--- config.mk ---
export PLATFORM = sky130hd
export DESIGN_NAME = ticds_sqrt
export DESIGN_NICKNAME = d
export VERILOG_FILES = /design/src/rtl/core/ticds_pkg.sv /design/src/rtl/core/ticds_sqrt.sv
export SDC_FILE = /design/constraint.sdc
export NUM_CORES = 1
export LEC_CHECK = 0
export ABC_AREA = 1
export BUFFER_PORTS_ARGS = -buffer_cell sky130_fd_sc_hd__buf_4
export CAP_MARGIN = 20
export CORE_ASPECT_RATIO = 1.2
export CORE_UTILIZATION = 55
export DETAILED_ROUTE_END_ITERATION = 8
export PLACE_DENSITY = 0.76
export SLEW_MARGIN = 20
export SYNTH_ARGS = -nofsm -noshare
export SYNTH_HDL_FRONTEND = slang
export SYNTH_SLANG_ARGS = --single-unit
--- constraint.sdc ---
create_clock -name clk -period 6.1 [get_ports clk]
set_input_delay 0.305 -clock clk [delete_from_list [all_inputs] [get_ports clk]]
set_output_delay 0.305 -clock clk [all_outputs]
set_load 0.01 [all_outputs]
--- src/rtl/core/ticds_pkg.sv ---
`default_nettype none
// ----------------------------------------------------------------------------
// ticds_pkg: shared types and constants
// Command codes, register indexes and datapath widths for the theta sampler.
// ----------------------------------------------------------------------------
package ticds_pkg;

  typedef enum logic [1:0] {
    CMD_CDF    = 2'd0,
    CMD_SUM    = 2'd1,
    CMD_SAMPLE = 2'd2,
    CMD_NOP    = 2'd3
  } cmd_t;

  typedef enum logic [1:0] {
    REG_LOW_ROWS  = 2'd0,
    REG_HIGH_ROWS = 2'd1,
    REG_LIMIT     = 2'd2,
    REG_TOTAL     = 2'd3
  } reg_idx_t;

  localparam int MUL_A_W = 96;
  localparam int MUL_B_W = 48;
  localparam int MUL_P_W = MUL_A_W + MUL_B_W;

  localparam int DIV_N_W = 128;
  localparam int DIV_D_W = 65;
  localparam int DIV_Q_W = 32;

  localparam int SQRT_N_W = 128;
  localparam int SQRT_R_W = SQRT_N_W / 2;

  localparam logic [31:0] ONE_Q31     = 32'h8000_0000;
  localparam logic [31:0] HALF_Q31    = 32'h4000_0000;
  localparam logic [30:0] HALF_PI_Q30 = 31'd1686629713;
  localparam logic [30:0] THETA_MAX   = 31'h7fff_ffff;
  localparam logic [32:0] ONE_Q32     = 33'h1_0000_0000;

endpackage
`default_nettype wire

--- src/rtl/core/ticds_sqrt.sv ---
`default_nettype none
// ----------------------------------------------------------------------------
// ticds_sqrt: digit-serial integer square root
// Two radicand bits per cycle, floor root; done pulses with root valid.
// ----------------------------------------------------------------------------
module ticds_sqrt (
  input  wire logic                           clk,
  input  wire logic                           rst,
  input  wire logic                           start,
  input  wire logic [ticds_pkg::SQRT_N_W-1:0] num,
  output logic                                done,
  output logic [ticds_pkg::SQRT_R_W-1:0]      root
);

  localparam int RW    = ticds_pkg::SQRT_R_W;
  localparam int CNT_W = $clog2(RW);

  logic [ticds_pkg::SQRT_N_W-1:0] nsh;
  logic [RW:0]                    rem;
  logic [CNT_W-1:0]               cnt;
  logic                           run;
  logic [RW+2:0]                  rem_sh;
  logic [RW+2:0]                  trial;
  logic [RW+2:0]                  diff;
  logic                           ge;

  always_comb begin
    rem_sh = {rem, nsh[ticds_pkg::SQRT_N_W-1 -: 2]};
    trial  = {1'b0, root, 2'b01};
    diff   = rem_sh - trial;
    ge     = rem_sh >= trial;
  end

  always_ff @(posedge clk) begin
    if (rst) begin
      run  <= 1'b0;
      done <= 1'b0;
      cnt  <= '0;
    end else begin
      done <= 1'b0;
      if (start) begin
        run <= 1'b1;
        cnt <= CNT_W'(RW - 1);
      end else if (run) begin
        cnt <= cnt - 1'b1;
        if (cnt == '0) begin
          run  <= 1'b0;
          done <= 1'b1;
        end
      end
    end
  end

  always_ff @(posedge clk) begin
    if (start) begin
      nsh  <= num;
      rem  <= '0;
      root <= '0;
    end else if (run) begin
      nsh  <= {nsh[ticds_pkg::SQRT_N_W-3:0], 2'b00};
      rem  <= ge ? diff[RW:0] : rem_sh[RW:0];
      root <= {root[RW-2:0], ge};
    end
  end

endmodule
`default_nettype wire

==> impl_results.md <==
* Num ports at 196
* Synthesized area per cell at 6.48 um2
* Syn nets at ~2.8k
* Placed cell area at about 19,000 um2
* Commonest non-fill, non-tap cells in the layout: 1,224 x nand2_1, 452 x inv_1, 204 x buf_4, 149 x nand3_1, 137 x dfxtp_1
* Starting Density at 0.558
* Layout Skew at 0.0149 ns
* Setup TNS at 0 ns
* Post-synth EDFFs at roughly 130
* WL per Instance at 16.7 um
* GR Overflow Total at 0
* Startpoint types: register
* Final #Nets at 3,040
* Fillers at 2,700
* Crit path max fanout at 66
* Yosys warning total at 0
* Status: complete, no violations
* Sequential cell area at between 6000 and 7000 um2
* Post-synth cell types at 37
* Final period utilization at 0.602
* Compound-Gate Fraction of Synth Area at 0.0534
* Drt pass-1 iters at 7
* Max cap viols at 0
* Final hold viol count at 0
* Max-slew headroom at 0.356
* Synthesis-to-finish area growth at 19.3%
* Mux contribution to synthesized area at 0
* Synth Area in Simple Gates at 0.369
* Clk_lat worst skew at 0.57 ns
* DR iter-0 viols at 1,141
* Final-report max-slew violation count at 0
* Final setup violation count at 0
* DRT antenna net count at 0
* Arrival time at the worst endpoint at 4.18 ns
* Ys async rst share at 0
* Worst Hold Class: input port to register
* Worst-case clock buffer depth at 3
* Mapped cell area at 17,000 um2
* Post-DP HPWL at 39,900 um
* Commonest non-fill, non-tap cell in the layout: nand2_1
* Synth Instances at 2,617
* Fin area at 20,200 um2
* RSZ-0062 raised after global routing: false
* Fmax at 273 MHz
* Flops & latches, synth at around 270
* Crit path kind: register to register
* Die height at 194 um
* Area of the multi-input gates at 8300 um2
* Adder-cell share of the synthesized area at 0.0502
* CTS tree: yes
* Critical Path End Type: register
* Root buffer cell: clkbuf_16
* Die area at between 30,000 and 40,000 um2
* N_diodes at 0
* Core area at 30,400 um2
* GRT Resource Usage Total at 0.346
* Vias in the first global route at 16.8k
* Req. time, crit path at 6.61 ns
* Clock sinks at 265
* DR DRC count at 0
* Final Critical Period at 3.67 ns
* Num CTS Buffers at 27
* H-tree depth at 1
* Total number of vias at between 15k and 20k
* Placer Congestion at 1.08
* Vias per inst at 5.22
* Worst slew pin tran at 0.966 ns
* Largest net degree at the start of global routing at 127
* Reg clk slew, reported paths at 0.07 ns
* First-pass GRT wire length at 85,500 um
* Routed Wire Length at 54,600 um
* Die X at 162 um
* Initial antenna violation count at 0
* Ys flop type: dfxtp_1
* Final hold slack at 0.0151 ns
* Share of cells above drive strength 1 at 0.0961
* Main combinational cell family by area after synthesis: simple AND/OR/NAND/NOR gates
* Post-synthesis sequential area ratio at 0.388
* Number of core rows at 70
* Post-Synth XOR/XNOR Area at 0.0160
* Port buffer count at roughly 200
[through the flow]
stage / worst slack, ns / std cells / util
after floorplan: 1.12 / 2617 / -
after global placement: 2.54 / 3140 / 0.614
after detailed placement: 2.53 / 3140 / 0.614
after CTS: 2.52 / 3257 / 0.665
after global routing: 2.22 / 3258 / 0.666
final: 2.43 / 3258 / 0.666
[synthesized netlist by cell type, drive strengths merged (20+ instances only)]
| master | count | area share |
|---|---|---|
| buf | 27 | 0.010 |
| nand3 | 150 | 0.045 |
| nand2 | 1231 | 0.27 |
| clkbuf | 50 | 0.011 |
| xor2 | 20 | 0.010 |
| o21ai | 28 | 0.0085 |
| inv | 457 | 0.10 |
| nor2 | 119 | 0.029 |
| ha | 68 | 0.050 |
| o22ai | 63 | 0.023 |
| edfxtp | 128 | 0.23 |
| a21oi | 50 | 0.015 |
| dfxtp | 137 | 0.16 |
| nand4 | 21 | 0.0077 |
[path summary, 6_finish.rpt]
path,start,end,slack (ns),cells after the start
hold / removal,num[3],nsh[3]$_DFFE_PP_,0.02,3
setup / recovery,rem[31]$_SDFFE_PP0P_,rem[59]$_SDFFE_PP0P_,2.43,15
hold reg to reg,cnt[0]$_SDFFE_PP0P_,cnt[0]$_SDFFE_PP0P_,0.46,1
setup reg to reg,rem[31]$_SDFFE_PP0P_,rem[59]$_SDFFE_PP0P_,2.43,15
[timing repair]
item / 4_1_cts / 5_1_grt
hold endpoints to repair: 71 / 0
endpoints found under the setup margin: 0 / 0
resized for setup: 0 / 0
setup buffers: 0 / 0
hold buffers: 67 / 0
[area by class of cell]
cell class,count,area share
Multi-Input combinational cell,1816,0.411
Sequential cell,265,0.326
Timing Repair Buffer,272,0.110
Inverter,459,0.0855
Clock buffer,34,0.0352
Tap cell,396,0.0245
Clock inverter,16,0.00847
[state kept, by name, summed over array words and instances, names as in the netlist]
register  flops
rem          65
root         64
run           1
done          1
cnt           6
nsh         128
[layer usage]
metal  part of all wire  wire [um]  GRT usage
met2               0.50      27200      0.626
met4              0.057       3090      0.196
met5                  0          0          0
met1               0.39      21300      0.388
met3              0.054       2940     0.0412
[critical path: stages, from the launching register on]
cell and delay (ns):
dfxtp_1 0.39, ha_1 0.49, nand2_1 0.21, nor2_1 0.22
inv_2 0.08, nor2_2 0.15, nand2_1 0.08, nand2_1 0.11
inv_1 0.07, nand2_1 0.10, nand2_2 0.30, nand2_4 0.73
nand2_2 0.38, nand2_1 0.15, nand2_1 0.07, nand2_1 0.06
[cells by family after synthesis]
| group | after synthesis |
|---|---|
| AO/OA/AOI/OAI | 157 |
| XOR/XNOR | 31 |
| adder cells (fa/ha/maj) | 68 |
| buffers and inverters | 536 |
| flip-flops | 265 |
| AND/OR/NAND/NOR | 1560 |
Power is left out: the tool's default activity adds up to more than one toggle a clock period on the data nets, which glitch-free logic cannot reach.
