File: src/rtl/core/ticds_pkg.sv
`default_nettype none
// ----------------------------------------------------------------------------
// ticds_pkg: shared types and constants
// Command codes, register indexes and datapath widths for the theta sampler.
// ----------------------------------------------------------------------------
package ticds_pkg;

  typedef enum logic [1:0] {
    CMD_CDF    = 2'd0,
    CMD_SUM    = 2'd1,
    CMD_SAMPLE = 2'd2,
    CMD_NOP    = 2'd3
  } cmd_t;

  typedef enum logic [1:0] {
    REG_LOW_ROWS  = 2'd0,
    REG_HIGH_ROWS = 2'd1,
    REG_LIMIT     = 2'd2,
    REG_TOTAL     = 2'd3
  } reg_idx_t;

  localparam int MUL_A_W = 96;
  localparam int MUL_B_W = 48;
  localparam int MUL_P_W = MUL_A_W + MUL_B_W;

  localparam int DIV_N_W = 128;
  localparam int DIV_D_W = 65;
  localparam int DIV_Q_W = 32;

  localparam int SQRT_N_W = 128;
  localparam int SQRT_R_W = SQRT_N_W / 2;

  localparam logic [31:0] ONE_Q31     = 32'h8000_0000;
  localparam logic [31:0] HALF_Q31    = 32'h4000_0000;
  localparam logic [30:0] HALF_PI_Q30 = 31'd1686629713;
  localparam logic [30:0] THETA_MAX   = 31'h7fff_ffff;
  localparam logic [32:0] ONE_Q32     = 33'h1_0000_0000;

endpackage
`default_nettype wire

File: src/rtl/core/ticds_mul.sv
`default_nettype none
// ----------------------------------------------------------------------------
// ticds_mul: bit-serial multiplier
// Shift-add multiply, one bit of b per cycle; done pulses with p valid.
// ----------------------------------------------------------------------------
module ticds_mul (
  input  wire logic                          clk,
  input  wire logic                          rst,
  input  wire logic                          start,
  input  wire logic [ticds_pkg::MUL_A_W-1:0] a,
  input  wire logic [ticds_pkg::MUL_B_W-1:0] b,
  output logic                               done,
  output logic [ticds_pkg::MUL_P_W-1:0]      p
);

  localparam int CNT_W = $clog2(ticds_pkg::MUL_B_W);

  logic [ticds_pkg::MUL_A_W-1:0] areg;
  logic [CNT_W-1:0]              cnt;
  logic                          run;
  logic [ticds_pkg::MUL_A_W:0]   sum;

  always_comb begin
    sum = {1'b0, p[ticds_pkg::MUL_P_W-1:ticds_pkg::MUL_B_W]}
        + (p[0] ? {1'b0, areg} : '0);
  end

  always_ff @(posedge clk) begin
    if (rst) begin
      run  <= 1'b0;
      done <= 1'b0;
      cnt  <= '0;
    end else begin
      done <= 1'b0;
      if (start) begin
        run <= 1'b1;
        cnt <= CNT_W'(ticds_pkg::MUL_B_W - 1);
      end else if (run) begin
        cnt <= cnt - 1'b1;
        if (cnt == '0) begin
          run  <= 1'b0;
          done <= 1'b1;
        end
      end
    end
  end

  always_ff @(posedge clk) begin
    if (start) begin
      areg <= a;
      p    <= {{ticds_pkg::MUL_A_W{1'b0}}, b};
    end else if (run) begin
      p <= {sum, p[ticds_pkg::MUL_B_W-1:1]};
    end
  end

endmodule
`default_nettype wire

File: config.mk
export PLATFORM = sky130hd
export DESIGN_NAME = ticds_mul
export DESIGN_NICKNAME = d
export VERILOG_FILES = /design/src/rtl/core/ticds_pkg.sv /design/src/rtl/core/ticds_mul.sv
export SDC_FILE = /design/constraint.sdc
export NUM_CORES = 1
export LEC_CHECK = 0
export BUFFER_PORTS_ARGS = -buffer_cell sky130_fd_sc_hd__clkbuf_2
export CELL_PAD_IN_SITES_DETAIL_PLACEMENT = 1
export CELL_PAD_IN_SITES_GLOBAL_PLACEMENT = 2
export CORE_ASPECT_RATIO = 0.75
export CORE_MARGIN = 3
export CORE_UTILIZATION = 35
export CTS_BUF_LIST = sky130_fd_sc_hd__clkbuf_4 sky130_fd_sc_hd__clkbuf_8 sky130_fd_sc_hd__clkbuf_16
export DETAILED_ROUTE_END_ITERATION = 12
export PLACE_DENSITY_LB_ADDON = 0.1
export SLEW_MARGIN = 30
export SYNTH_ARGS = -nofsm -noshare
export SYNTH_HDL_FRONTEND = slang
export SYNTH_SLANG_ARGS = --single-unit
File: constraint.sdc
create_clock -name clk -period 4.5 [get_ports clk]
set_input_delay 0.9 -clock clk [delete_from_list [all_inputs] [get_ports clk]]
set_output_delay 0.9 -clock clk [all_outputs]
set_load 0.005 [all_outputs]
==> key figures <==
Status
  • Outcome: complete, no violations

Routing
  • # DRC: 0
  • Vias: around 13000
  • Total wire length: 53900 um
  • DRT Pass-1 Iters: 5
  • Avg Vias per Cell: between 5 and 6
  • Post-DRT Antenna Nets: 0
  • DR iter-0 viols: approximately 740
  • DR WL/cell: approximately 22 um

Power
  • Logic pwr share: a little over a fifth
  • Int Power: a little under 5 mW
  • Pwr per Cell Area: ~370 nW/um2
  • Clock power frac: between 30% and 40%
  • Sequential power share: between 40% and 50%
  • Switching power: between 2 and 2.5 mW
  • VDD IR-drop max: about 0.27 mV
  • Sw frac: 29.6%
  • Power, Total: slightly below 7 mW
  • Static Leak: slightly below 8 nW

Worst setup path
  • Crit-path cells: buf_6 > and2_1 > ha_1 > a21oi_1 > a21oi_1 > a2111oi_4 > nor4_2 > a211o_2 > a41oi_4 > o21ai_2 > o31ai_1 > mux2i_1 > nor3_2
  • Crit path arrival time: between 4 and 5 ns
  • R2R Setup Slk: approximately 0.29 ns
  • Slowest cell on crit path: a2111oi_4
  • Required time of the worst setup path: 4.96 ns
  • CP max stage delay: about 0.43 ns
  • CP max FO: 55
  • Startpoint Class: flop
  • CP top delay family: compound AO/OA/AOI/OAI gates
  • Buf+Inv Stages, Crit Path: 1
  • Worst path most repeated cell: a21oi_1
  • Kind of critical path: reg -> reg
  • CP endpoint kind: flop

Finish
  • Commonest non-fill, non-tap cell in the layout: clkbuf_2
  • Syn-to-layout area delta: 18.8%
  • Fraction of layout cells with a size suffix above 1: between 20% and 30%
  • Sequential cell area: roughly 6400 um2
  • Fill cell count: between 5000 and 6000
  • Util after Layout: 42.3%
  • Multi-input gate area: 8540 um2
  • Antenna fix cells: 0
  • Most frequent cells in the layout: clkbuf_2, nand2_1, edfxtp_1, nor2_1, a21oi_1
  • Nets: 2129
  • Finished Layout Cells: around 2500

Logic synthesis
  • Mapped Nets: 1890
  • Post-synth cell types: 81
  • Mapped cell area: around 16000 um2
  • Post-synthesis sequential area ratio: roughly two fifths
  • Yosys warning total: 0
  • Number of flops mapped to enable cells by yosys: around 140
  • FFs w/ async S/R, synth: 0%
  • Syn_area_per_cell: between 9 and 10 um2
  • Main synth FF type: edfxtp_1
  • Mapped Cells: 1644
  • Yosys reg bits: roughly 250

Clock tree
  • Insertion delay to the later sink of the worst-skew pair: between 0.5 and 0.6 ns
  • Max H-tree Level: 1
  • Total CTS buffers: 29
  • Bufs on Longest Clock Path: 3
  • CTS Root Cell: clkbuf_16
  • CTS sink count: ~250
  • Clock slew at reported path FFs: 0.06 ns
  • TritonCTS clock tree: yes
  • CTS Hold Bufs: 0

Global routing
  • First-pass GRT wire length: 83400 um
  • Gr usage total: approximately 22%
  • Largest net degree at the start of global routing: approximately 110
  • Vias in the first global route: 13800
  • Gr ovfl total: 0
  • Initial antenna violation count: 0

Die
  • DIE HEIGHT: around 190 um
  • I/O pin total: between 200 and 300
  • Initial Util: a little over a third
  • FP Rows: 66
  • Die ar.: 47000 um2
  • Core area: ~44000 um2
  • Die Width: 249 um

Timing
  • Max Transition Viols Final: 0
  • Fin crit share: a little over nine tenths
  • Final setup fails: 0
  • Setup tns final: 0 ns
  • RSZ-0062 raised after global routing: false
  • Worst Clk Skew: just under 0.01 ns
  • Final hold violation count: 0
  • Worst slew pin tran: a little over 0.8 ns
  • Fmax: between 200 and 250 MHz
  • Crit path time final: around 4.2 ns
  • Max transition margin: 44.5%

Placed design
  • DP Wirelength: ~42000 um
  • I/O Buffers: around 290
  • RePlAce Congestion: roughly 0.89
  • Cells after DPL: approximately 2400

Flow run
  • Max cap viols: 0

Hold path
  • Hold Crit Class: reg -> reg
flip-flops by register name (all words and copies together) (netlist names):
signal,cells
run,1
cnt,6
p,144
done,1
areg,96
worst min-delay path: stages (launching register included):
cell,delay (ns)
dfxtp_1,0.33
nand2_1,0.06
o21ai_1,0.05
routing by layer:
layer | vias up | share of wire, % | track usage [%]
met4 | 0 | 1.7 | 3.88
met1 | 6532 | 51 | 34.3
met3 | 61 | 5.3 | 3.95
met5 | - | 0 | 0
li1 | 6479 | - | -
met2 | 331 | 41 | 33.0
stage by stage:
stage / area (um2) / worst slack, ns / hold WS [ns]
floorplan: 15500 / 0.824 / 0.459
global placement: 17400 / 0.308 / 0.471
detailed placement: 17400 / 0.200 / 0.479
CTS: 18400 / 0.167 / 0.451
global route: 18400 / 0.0562 / 0.461
finish: 18400 / 0.287 / 0.478
Yosys cell counts, drive strengths merged, types with 27 or more instances:
master / count / area [um2]
mux2: 48 / 541
nor3: 27 / 140
nor2: 140 / 526
clkbuf: 63 / 258
o21ai: 127 / 647
xor2: 32 / 280
dfxtp: 104 / 2080
mux2i: 42 / 420
ha: 98 / 1230
a21o: 42 / 315
xnor2: 55 / 482
and2: 99 / 619
nand4: 57 / 363
inv: 28 / 105
buf: 37 / 236
a21oi: 144 / 754
nand2: 147 / 552
edfxtp: 144 / 4320
layout make-up:
cell class              instances  area share [%]
repair buffers                308            8.72
flip-flops and latches        248            34.7
inverters                      28           0.583
clock buffers                  40            4.48
clock inverters                12            1.22
multi-input cells            1268            46.3
well taps                     578            3.92
power by group through the flow:
stage               registers [mW]  logic (mW)  clock network, mW
finish                        2.76        1.43               2.65
global route                  2.79        1.58               2.81
CTS                           2.77        1.43               2.71
detailed placement            2.81        1.42                  0
global placement              2.81        1.40                  0
floorplan                     2.76       0.932                  0
worst paths after layout:
kind           from     end  cells past startpoint
min reg2reg  p[102]  p[102]                      2
max            p[0]  p[133]                     13
min          p[102]  p[102]                      2
max reg2reg    p[0]  p[133]                     13
logic make-up after synthesis:
| kind of cell | after synthesis | share of synthesized area (%) |
|---|---|---|
| muxes | 90 | 6.19 |
| xor gates and xnor gates | 87 | 4.91 |
| AOI/OAI and AO/OA | 438 | 18.0 |
| adders and majority gates | 99 | 8.02 |
| buffers and inverters | 128 | 3.86 |
| DFF | 248 | 41.3 |
| and+or+nand+nor | 554 | 17.8 |
what timing repair did:
item | 4_1_cts | 5_1_grt
endpoints found under the hold margin | 0 | 0
buffers inserted | 0 | 0
setup endpoints to repair | 0 | 9
resized for setup | 0 | 3
(Power assumes the default switching activity.)
