$ cat config.mk
export PLATFORM = sky130hd
export DESIGN_NAME = ticds_div
export DESIGN_NICKNAME = d
export VERILOG_FILES = /design/src/rtl/core/ticds_pkg.sv /design/src/rtl/core/ticds_div.sv
export SDC_FILE = /design/constraint.sdc
export NUM_CORES = 1
export LEC_CHECK = 0
export BUFFER_PORTS_ARGS = -buffer_cell sky130_fd_sc_hd__buf_2
export CAP_MARGIN = 30
export CORE_MARGIN = 5
export CORE_UTILIZATION = 50
export DETAILED_ROUTE_END_ITERATION = 10
export PLACE_DENSITY = 0.82
export SYNTH_ARGS = -nofsm -noshare
export SYNTH_HDL_FRONTEND = slang
export SYNTH_SLANG_ARGS = --single-unit
$ cat constraint.sdc
create_clock -name clk -period 15.35 [get_ports clk]
set_clock_uncertainty 0.15 [all_clocks]
set_input_delay 3.07 -clock clk [delete_from_list [all_inputs] [get_ports clk]]
set_output_delay 3.07 -clock clk [all_outputs]
set_load 0.05 [all_outputs]
$ cat src/rtl/core/ticds_pkg.sv
`default_nettype none
// ----------------------------------------------------------------------------
// ticds_pkg: shared types and constants
// Command codes, register indexes and datapath widths for the theta sampler.
// ----------------------------------------------------------------------------
package ticds_pkg;

  typedef enum logic [1:0] {
    CMD_CDF    = 2'd0,
    CMD_SUM    = 2'd1,
    CMD_SAMPLE = 2'd2,
    CMD_NOP    = 2'd3
  } cmd_t;

  typedef enum logic [1:0] {
    REG_LOW_ROWS  = 2'd0,
    REG_HIGH_ROWS = 2'd1,
    REG_LIMIT     = 2'd2,
    REG_TOTAL     = 2'd3
  } reg_idx_t;

  localparam int MUL_A_W = 96;
  localparam int MUL_B_W = 48;
  localparam int MUL_P_W = MUL_A_W + MUL_B_W;

  localparam int DIV_N_W = 128;
  localparam int DIV_D_W = 65;
  localparam int DIV_Q_W = 32;

  localparam int SQRT_N_W = 128;
  localparam int SQRT_R_W = SQRT_N_W / 2;

  localparam logic [31:0] ONE_Q31     = 32'h8000_0000;
  localparam logic [31:0] HALF_Q31    = 32'h4000_0000;
  localparam logic [30:0] HALF_PI_Q30 = 31'd1686629713;
  localparam logic [30:0] THETA_MAX   = 31'h7fff_ffff;
  localparam logic [32:0] ONE_Q32     = 33'h1_0000_0000;

endpackage
`default_nettype wire

$ cat src/rtl/core/ticds_div.sv
`default_nettype none
// ----------------------------------------------------------------------------
// ticds_div: bit-serial restoring divider
// One quotient bit per cycle, floor quotient saturated to cap; zero divisor
// gives zero.
// ----------------------------------------------------------------------------
module ticds_div (
  input  wire logic                          clk,
  input  wire logic                          rst,
  input  wire logic                          start,
  input  wire logic [ticds_pkg::DIV_N_W-1:0] num,
  input  wire logic [ticds_pkg::DIV_D_W-1:0] den,
  input  wire logic [ticds_pkg::DIV_Q_W-1:0] cap,
  output logic                               done,
  output logic [ticds_pkg::DIV_Q_W-1:0]      q
);

  localparam int CNT_W = $clog2(ticds_pkg::DIV_N_W);

  logic [ticds_pkg::DIV_N_W-1:0] nsh;
  logic [ticds_pkg::DIV_D_W-1:0] den_r;
  logic [ticds_pkg::DIV_D_W-1:0] rem;
  logic [ticds_pkg::DIV_Q_W-1:0] cap_r;
  logic [ticds_pkg::DIV_Q_W:0]   qr;
  logic                          sticky;
  logic                          dz;
  logic [CNT_W-1:0]              cnt;
  logic                          run;

  logic [ticds_pkg::DIV_D_W:0]   rem_sh;
  logic [ticds_pkg::DIV_D_W:0]   diff;
  logic                          ge;
  logic [ticds_pkg::DIV_Q_W:0]   q_nx;
  logic                          sticky_nx;
  logic [ticds_pkg::DIV_Q_W-1:0] res;

  always_comb begin
    rem_sh    = {rem, nsh[ticds_pkg::DIV_N_W-1]};
    diff      = rem_sh - {1'b0, den_r};
    ge        = rem_sh >= {1'b0, den_r};
    q_nx      = {qr[ticds_pkg::DIV_Q_W-1:0], ge};
    sticky_nx = sticky | qr[ticds_pkg::DIV_Q_W];
    if (dz) begin
      res = '0;
    end else if (sticky_nx || (q_nx > {1'b0, cap_r})) begin
      res = cap_r;
    end else begin
      res = q_nx[ticds_pkg::DIV_Q_W-1:0];
    end
  end

  always_ff @(posedge clk) begin
    if (rst) begin
      run  <= 1'b0;
      done <= 1'b0;
      cnt  <= '0;
    end else begin
      done <= 1'b0;
      if (start) begin
        run <= 1'b1;
        cnt <= CNT_W'(ticds_pkg::DIV_N_W - 1);
      end else if (run) begin
        cnt <= cnt - 1'b1;
        if (cnt == '0) begin
          run  <= 1'b0;
          done <= 1'b1;
        end
      end
    end
  end

  always_ff @(posedge clk) begin
    if (start) begin
      nsh    <= num;
      den_r  <= den;
      cap_r  <= cap;
      dz     <= (den == '0);
      rem    <= '0;
      qr     <= '0;
      sticky <= 1'b0;
    end else if (run) begin
      nsh    <= {nsh[ticds_pkg::DIV_N_W-2:0], 1'b0};
      rem    <= ge ? diff[ticds_pkg::DIV_D_W-1:0] : rem_sh[ticds_pkg::DIV_D_W-1:0];
      qr     <= q_nx;
      sticky <= sticky_nx;
      if (cnt == '0) begin
        q <= res;
      end
    end
  end

endmodule
`default_nettype wire

==> results of run 1 <==
==> cell usage in the layout, fill, tap and decap left out, types with 40 or more instances in the layout <==
cell	count
inv_1	120
o21ai_0	58
a21oi_1	110
clkbuf_16	40
edfxtp_1	258
dfxtp_1	107
buf_2	259
nand2_1	92
mux2i_1	84
ha_1	99
nor2_1	196
a21o_1	50
mux2_2	127
==> stage by stage <==
| step | power, mW | instance area, µm² |
|---|---|---|
| final | 2.46 | 22300 |
| after global routing | 2.57 | 22300 |
| after CTS | 2.47 | 22200 |
| after detailed placement | 1.57 | 21000 |
| after global placement | 1.56 | 21000 |
| after floorplan | 1.46 | 19300 |
==> state kept, by name (all words and copies together) (netlist names) <==
register  flops
cap_r        32
cnt           7
den_r        65
done          1
dz            1
nsh         128
q            32
qr           33
rem          65
run           1
sticky        1
==> per-layer routing <==
layer  wire length [µm]  vias to the layer above
li1                   -                     6895
met1              19900                     6741
met2              21600                      472
met3               3940                      106
met4               1380                       14
met5                 76                        -
==> cell families (layout without fill, tap and decap cells) <==
| family | Yosys count | in the layout | synth area share, % |
|---|---|---|---|
| xor+xnor | 63 | 63 | 2.85 |
| other cells | 0 | 4 | 0 |
| mux | 211 | 211 | 11.7 |
| simple gates | 434 | 434 | 10.3 |
| compound gates | 374 | 374 | 12.9 |
| fa+ha+maj | 100 | 100 | 6.51 |
| flops | 366 | 366 | 51.2 |
| buf+inv | 209 | 469 | 4.46 |
==> report_power, final <==
group | total [mW] | switching, mW | internal, mW
clock network | 0.895 | 0.391 | 0.504
logic | 0.385 | 0.222 | 0.163
registers | 1.18 | 0.0358 | 1.14
total | 2.46 | 0.648 | 1.81
==> cell usage after synthesis, drive strengths merged (17+ instances only) <==
master,number
inv,122
nor4,24
edfxtp,258
xor2,35
ha,99
a21o,50
mux2i,84
mux2,127
nand2,92
dfxtp,108
xnor2,28
buf,34
a21oi,120
clkbuf,52
nor3,17
o21ai,63
nand4,36
nor2,198
a211oi,47
==> cell type report <==
| cell class | count | share of cell area, % |
|---|---|---|
| antenna | 4 | 0.0448 |
| clock buffer | 51 | 4.71 |
| clock inverter | 22 | 0.662 |
| inverter | 123 | 2.10 |
| multi-input combinational | 1182 | 38.5 |
| sequential | 366 | 44.4 |
| tap | 518 | 2.90 |
| timing repair buffer | 273 | 6.70 |
==> path summary, 6_finish.rpt <==
check                                           from                   end  cells after the start
worst max-delay path             den_r[19]$_DFFE_PP_    q[6]$_SDFFCE_PP0P_                     22
worst min-delay path            rem[13]$_SDFFE_PP0P_  rem[13]$_SDFFE_PP0P_                      2
worst max register to register   den_r[19]$_DFFE_PP_    q[6]$_SDFFCE_PP0P_                     22
worst min register to register  rem[13]$_SDFFE_PP0P_  rem[13]$_SDFFE_PP0P_                      2
==> tightest hold or removal path, cell delays in order, from the launching register on <==
cell,delay (ns)
dfxtp_1,0.33
nand2_1,0.06
o21ai_1,0.05
==> results.toml, run 1 <==
[timing]
max_freq_mhz = 167
slew_headroom_pct = 36.1
setup_violations = 0
setup_slack_ns = 9.36
max_slew.worst_pin.slew_ns = 0.957
fin_crit_sh_pct = 39.0
drv_slew = 0
fin_tns_setup_ns = 0
finalHoldViolCount = 0
hold_slack_ns = 0.331
rsz0062_at_grt = "false"
fin_crit_ns = 5.99

[finish]
finish.utilization_pct = 58.0
drive_gt1_share_pct = 24.2
nets = 2314
nFillCells = 3127
final_cell_count_no_fill = 2539
area_delta_synth_final_pct = 15.4
regArea_mm2 = 0.00991
multi_input_area_mm2 = 0.00858

[pwr]
p_per_area_mw_per_mm2 = 110
ir_drop_mv = 0.0941
leakagePower_nw = 9.55

[synthesis]
ys_async_sr_fraction_pct = 0
ys_ff_latch = 366
yosys.cell_types.count = 72
synth_area_mm2 = 0.0193
synth.area.top_cells = "edfxtp_1 40%, dfxtp_1 11%, mux2_2 7.4%"
syn_area_per_cell_um2 = 11.0
post-synth-top-area-fraction_pct = 40.0
ys_warn_count = 0
synth_nets = 2085
syn_inst = 1757
synth_edf_count = 258
synth_ff_type = "edfxtp_1"
synth-seq-area-share_pct = 51.2
synth.largest_area_cell = "edfxtp_1"

[worst_setup_path]
end_kind = "register"
critPathLaunchType = "register"
crit_arrival_ns = 6.15
cp_slowest_cell = "a211oi_4"
required_ns = 15.51
cpPeakStageDelay_ns = 0.53
cp_cell_sequence = "inv_1, ha_1, a21oi_1, o21ai_0, a31o_2, a21oi_1, o221ai_1, o211a_1, or3_1, inv_6, ha_1, nor2_1, a211oi_1, o21ai_0, a21o_1, a221oi_1, o21ai_1, a211oi_4, buf_8, buf_4, mux2i_1, nor2_1"
ff2ff_setup_slack_ns = 9.36
cp_max_fo = 78
path_delay_family = "compound AO/OA/AOI/OAI gates"
crit_type = "register to register"
critPathBufInv = 4

[cts]
clk_path_buf_depth = 3
cts_root_buf = "clkbuf_16"
cts-resized-gates = 0
post_cts_buffers = 0
cts_sinks = 366
clkSlewWorstSetupHoldPaths_ns = 0.06
cts_hold_buf = 0
cts_htree_levels = 2
cts_buffers = 40
cts_tree = "built"
clock_latency_ns = 0.56

[global_route]
gr-total-overflow = 0
antenna_found_initial = 10
busiest_layer = "met2"
met1_usage_pct = 28.0
grt_max_degree = 101
grtUsageMet2_pct = 34.8
grt_pass1_vias = 14000
grt_pass1_wl_mm = 73.6
grtUsageTotal_pct = 21.5
use_met3_pct = 5.95

[route]
vias = 14200
drc = 0
wl_per_cell_um = 18.5
first_iter_violations = 863
viasPerCell = 5.60
ant_nets = 0
dr.pass1.iters = 6
wirelength_mm = 46.9

[placement]
port_buffers = 260
placed_cells = 2459
post-place-ws_ns = 8.86
gp_congestion = 0.921
dp_hpwl_mm = 33.6

[floorplanning]
fp.dieArea_mm2 = 0.0427
die_w_um = 207
start_util_pct = 50.3
rows = 72
core_area_mm2 = 0.0385
die_y_um = 207
ioPinCount = 261

[job]
cap_violations = 0

[run_status]
status = "finished clean"

[worst_hold_path]
hold_class = "register to register"
No activity file was read; power rests on OpenSTA's default activity.
==> run 2: changes to the inputs <==
--- a/config.mk
+++ b/config.mk
@@ -5,12 +5,13 @@
 export SDC_FILE = /design/constraint.sdc
 export NUM_CORES = 1
 export LEC_CHECK = 0
+export ABC_AREA = 1
 export BUFFER_PORTS_ARGS = -buffer_cell sky130_fd_sc_hd__buf_2
 export CAP_MARGIN = 30
 export CORE_MARGIN = 5
 export CORE_UTILIZATION = 50
 export DETAILED_ROUTE_END_ITERATION = 10
-export PLACE_DENSITY = 0.82
+export PLACE_DENSITY = 0.81
 export SYNTH_ARGS = -nofsm -noshare
 export SYNTH_HDL_FRONTEND = slang
 export SYNTH_SLANG_ARGS = --single-unit
==> constraint.sdc (replaced) <==
create_clock -name clk -period 6.2 [get_ports clk]
set_clock_uncertainty 0.15 [all_clocks]
set_input_delay 1.24 -clock clk [delete_from_list [all_inputs] [get_ports clk]]
set_output_delay 1.24 -clock clk [all_outputs]
set_load 0.05 [all_outputs]
==> results.toml, run 2 <==
[pwr]
seq_power_share_pct = 50.4
combPwrFrac_pct = 9.5
leakagePower_nw = 12.9
p_per_area_mw_per_mm2 = 227
p_sw_mw = 1.37
ir_drop_mv = 0.223
pwr-share-clk_pct = 40.1
netSwitchingFraction_pct = 24.4
internal_power_mw = 4.26

[finish]
nets = 3541
reg.largest.list = "nsh (128), den_r (65), rem (65)"
final_common_cell = "nand2_1"
drive_gt1_share_pct = 11.3
area_delta_synth_final_pct = 14.4
largest_reg_flops = 128
regMostFlops = "nsh"
final_cell_mix = "1209 x nand2_1, 496 x inv_1, 259 x buf_2, 258 x edfxtp_1, 187 x nand3_1"
nFillCells = 3951

[timing]
setup_slack_ns = 1.68
fin_crit_ns = 4.52
finalHoldViolCount = 0
fin_crit_sh_pct = 72.9
fin_tns_setup_ns = 0
max_slew.worst_pin.slew_ns = 0.852
max_freq_mhz = 221
slew_headroom_pct = 43.2
drv_slew = 0
setup_violations = 0
rsz0062_at_grt = "false"

[route]
drc = 0
ant_nets = 0
vias = 19500
viasPerCell = 5.08
wirelength_mm = 59.9
dr.pass1.iters = 5
wl_per_cell_um = 15.6
first_iter_violations = 1737

[worst_setup_path]
ff2ff_path_depth = 22
cpMostUsedCell = "nand2_1"
cpPeakStageDelay_ns = 0.41
critPathLaunchType = "register"
crit_arrival_ns = 4.69
cp_slowest_cell = "nand2_2"
end_kind = "register"
required_ns = 6.37
cp_cell_sequence = "inv_1, ha_1, fa_1, inv_1, nand3_1, nand3_2, nand2_1, nand2_1, nand2_1, nand2_2, nand2_4, nand2_4, inv_2, ha_1, nand3_1, nor4_1, nand4_1, nand2_2, buf_12, nand2_1, nor2_1, nor2_1"
cp_max_fo = 60
path_delay_family = "simple AND/OR/NAND/NOR gates"
critPathBufInv = 4
crit_type = "register to register"
cp.depth = 22

[global_route]
gr-total-overflow = 0
grt_max_degree = 125
grt_pass1_wl_mm = 95.1
antenna_found_initial = 16
grt_pass1_vias = 18700
grtUsageTotal_pct = 24.7

[synthesis]
synth.area.top_cells = "edfxtp_1 36%, nand2_1 21%, dfxtp_1 9.9%"
synth_nets = 3306
syn_inst = 2978
ys_top_cells_by_count = "1210 x nand2_1, 496 x inv_1, 258 x edfxtp_1, 187 x nand3_1, 158 x nor2_1"
synth-seq-area-share_pct = 45.6
ys_ff_latch = 366
synth.largest_area_cell = "edfxtp_1"
synth_area_mm2 = 0.0217
ys_async_sr_fraction_pct = 0
synth_ff_type = "edfxtp_1"
synth_edf_count = 258
yosys.cell_count.top_type = "nand2_1"
syn_area_per_cell_um2 = 7.30
ys_warn_count = 0
post-synth-top-area-fraction_pct = 35.6
yosys.cell_types.count = 39

[placement]
dp_hpwl_mm = 44.8
gp_congestion = 1.04
port_buffers = 260
post-place-ws_ns = 1.73

[cts]
post_cts_buffers = 0
cts_sinks = 366
cts_buffers = 40
cts_tree = "built"
cts-resized-gates = 0
cts_hold_buf = 0
clk_path_buf_depth = 3
cts_htree_levels = 2
cts_root_buf = "clkbuf_16"
clkSlewWorstSetupHoldPaths_ns = 0.06
clock_latency_ns = 0.57

[run_status]
status = "finished clean"

[floorplanning]
core_area_mm2 = 0.0431
fp.dieArea_mm2 = 0.0477
die_w_um = 219
rows = 76
ioPinCount = 261
start_util_pct = 50.5
die_y_um = 219

[worst_hold_path]
hold_class = "register to register"
hold_depth = 2

[job]
cap_violations = 0
## run 2: cell types whose count changed after synthesis, sizes merged, moves of 18 or more
cell / before / now
a211oi: 47 / 0
o22ai: 6 / 31
mux2i: 84 / 0
nand3b: 2 / 37
a21oi: 120 / 102
xor2: 35 / 3
mux2: 127 / 0
nand3: 14 / 188
nor2: 198 / 165
inv: 122 / 510
nand2: 92 / 1216
a21o: 50 / 3
## run 2: tightest hold or removal path: stages (launching register included)
cell and delay, ns:
dfxtp_1 0.32, nand2_1 0.07, nand2_1 0.04
## run 2: metal layers
layer / global-route usage, % / vias to the layer above / wire length (µm)
met5: 0 / - / 115
li1: - / 9822 / -
met4: 8.79 / 18 / 2170
met2: 40.0 / 672 / 27300
met3: 5.80 / 142 / 5030
met1: 32.6 / 8810 / 25300
## run 2: stage by stage
step / instances / util [%] / hold slack (ns) / instance area (µm²) / power (mW)
finish: 3833 / 57.7 / 0.318 / 24900 / 5.63
global route: 3830 / 57.7 / 0.330 / 24900 / 5.86
CTS: 3825 / 57.6 / 0.299 / 24800 / 5.68
detailed placement: 3754 / 54.7 / 0.289 / 23600 / 3.41
global placement: 3752 / 54.6 / 0.285 / 23500 / 3.40
floorplan: 2978 / - / 0.272 / 21700 / 3.21
## run 2: worst paths after layout
check	startpoint	endpoint	slack, ns
worst max-delay path	nsh[127]$_DFFE_PP_	q[0]$_SDFFCE_PP0P_	1.68
worst min-delay path	rem[37]$_SDFFE_PP0P_	rem[37]$_SDFFE_PP0P_	0.32
worst max register to register	nsh[127]$_DFFE_PP_	q[0]$_SDFFCE_PP0P_	1.68
worst min register to register	rem[37]$_SDFFE_PP0P_	rem[37]$_SDFFE_PP0P_	0.32
## run 2: layout make-up
cell class	count	area, µm²	area share, %
antenna	6	15.0	0.0604
clock buffer	52	1050	4.21
clock inverter	19	183	0.735
inverter	525	1980	7.95
multi-input combinational	2004	9510	38.3
sequential	366	9910	39.9
tap	585	732	2.94
timing repair buffer	276	1490	5.99
## run 2: power groups by stage
stage	sequential [mW]	clock (mW)	combinational [mW]
2_1_floorplan	2.89	0	0.320
3_3_place_gp	2.88	0	0.516
3_5_place_dp	2.89	0	0.525
4_1_cts	2.84	2.31	0.529
5_1_grt	2.85	2.40	0.603
6_report	2.84	2.26	0.533
## run 2: logic make-up after synthesis
logic type      after synthesis  share of synthesized area [%]
fa+ha+maj                   100                           5.79
buf+inv                     608                           10.8
xor+xnor                     32                           1.29
flops                       366                           45.6
simple gates               1672                           31.6
compound gates              200                           4.99
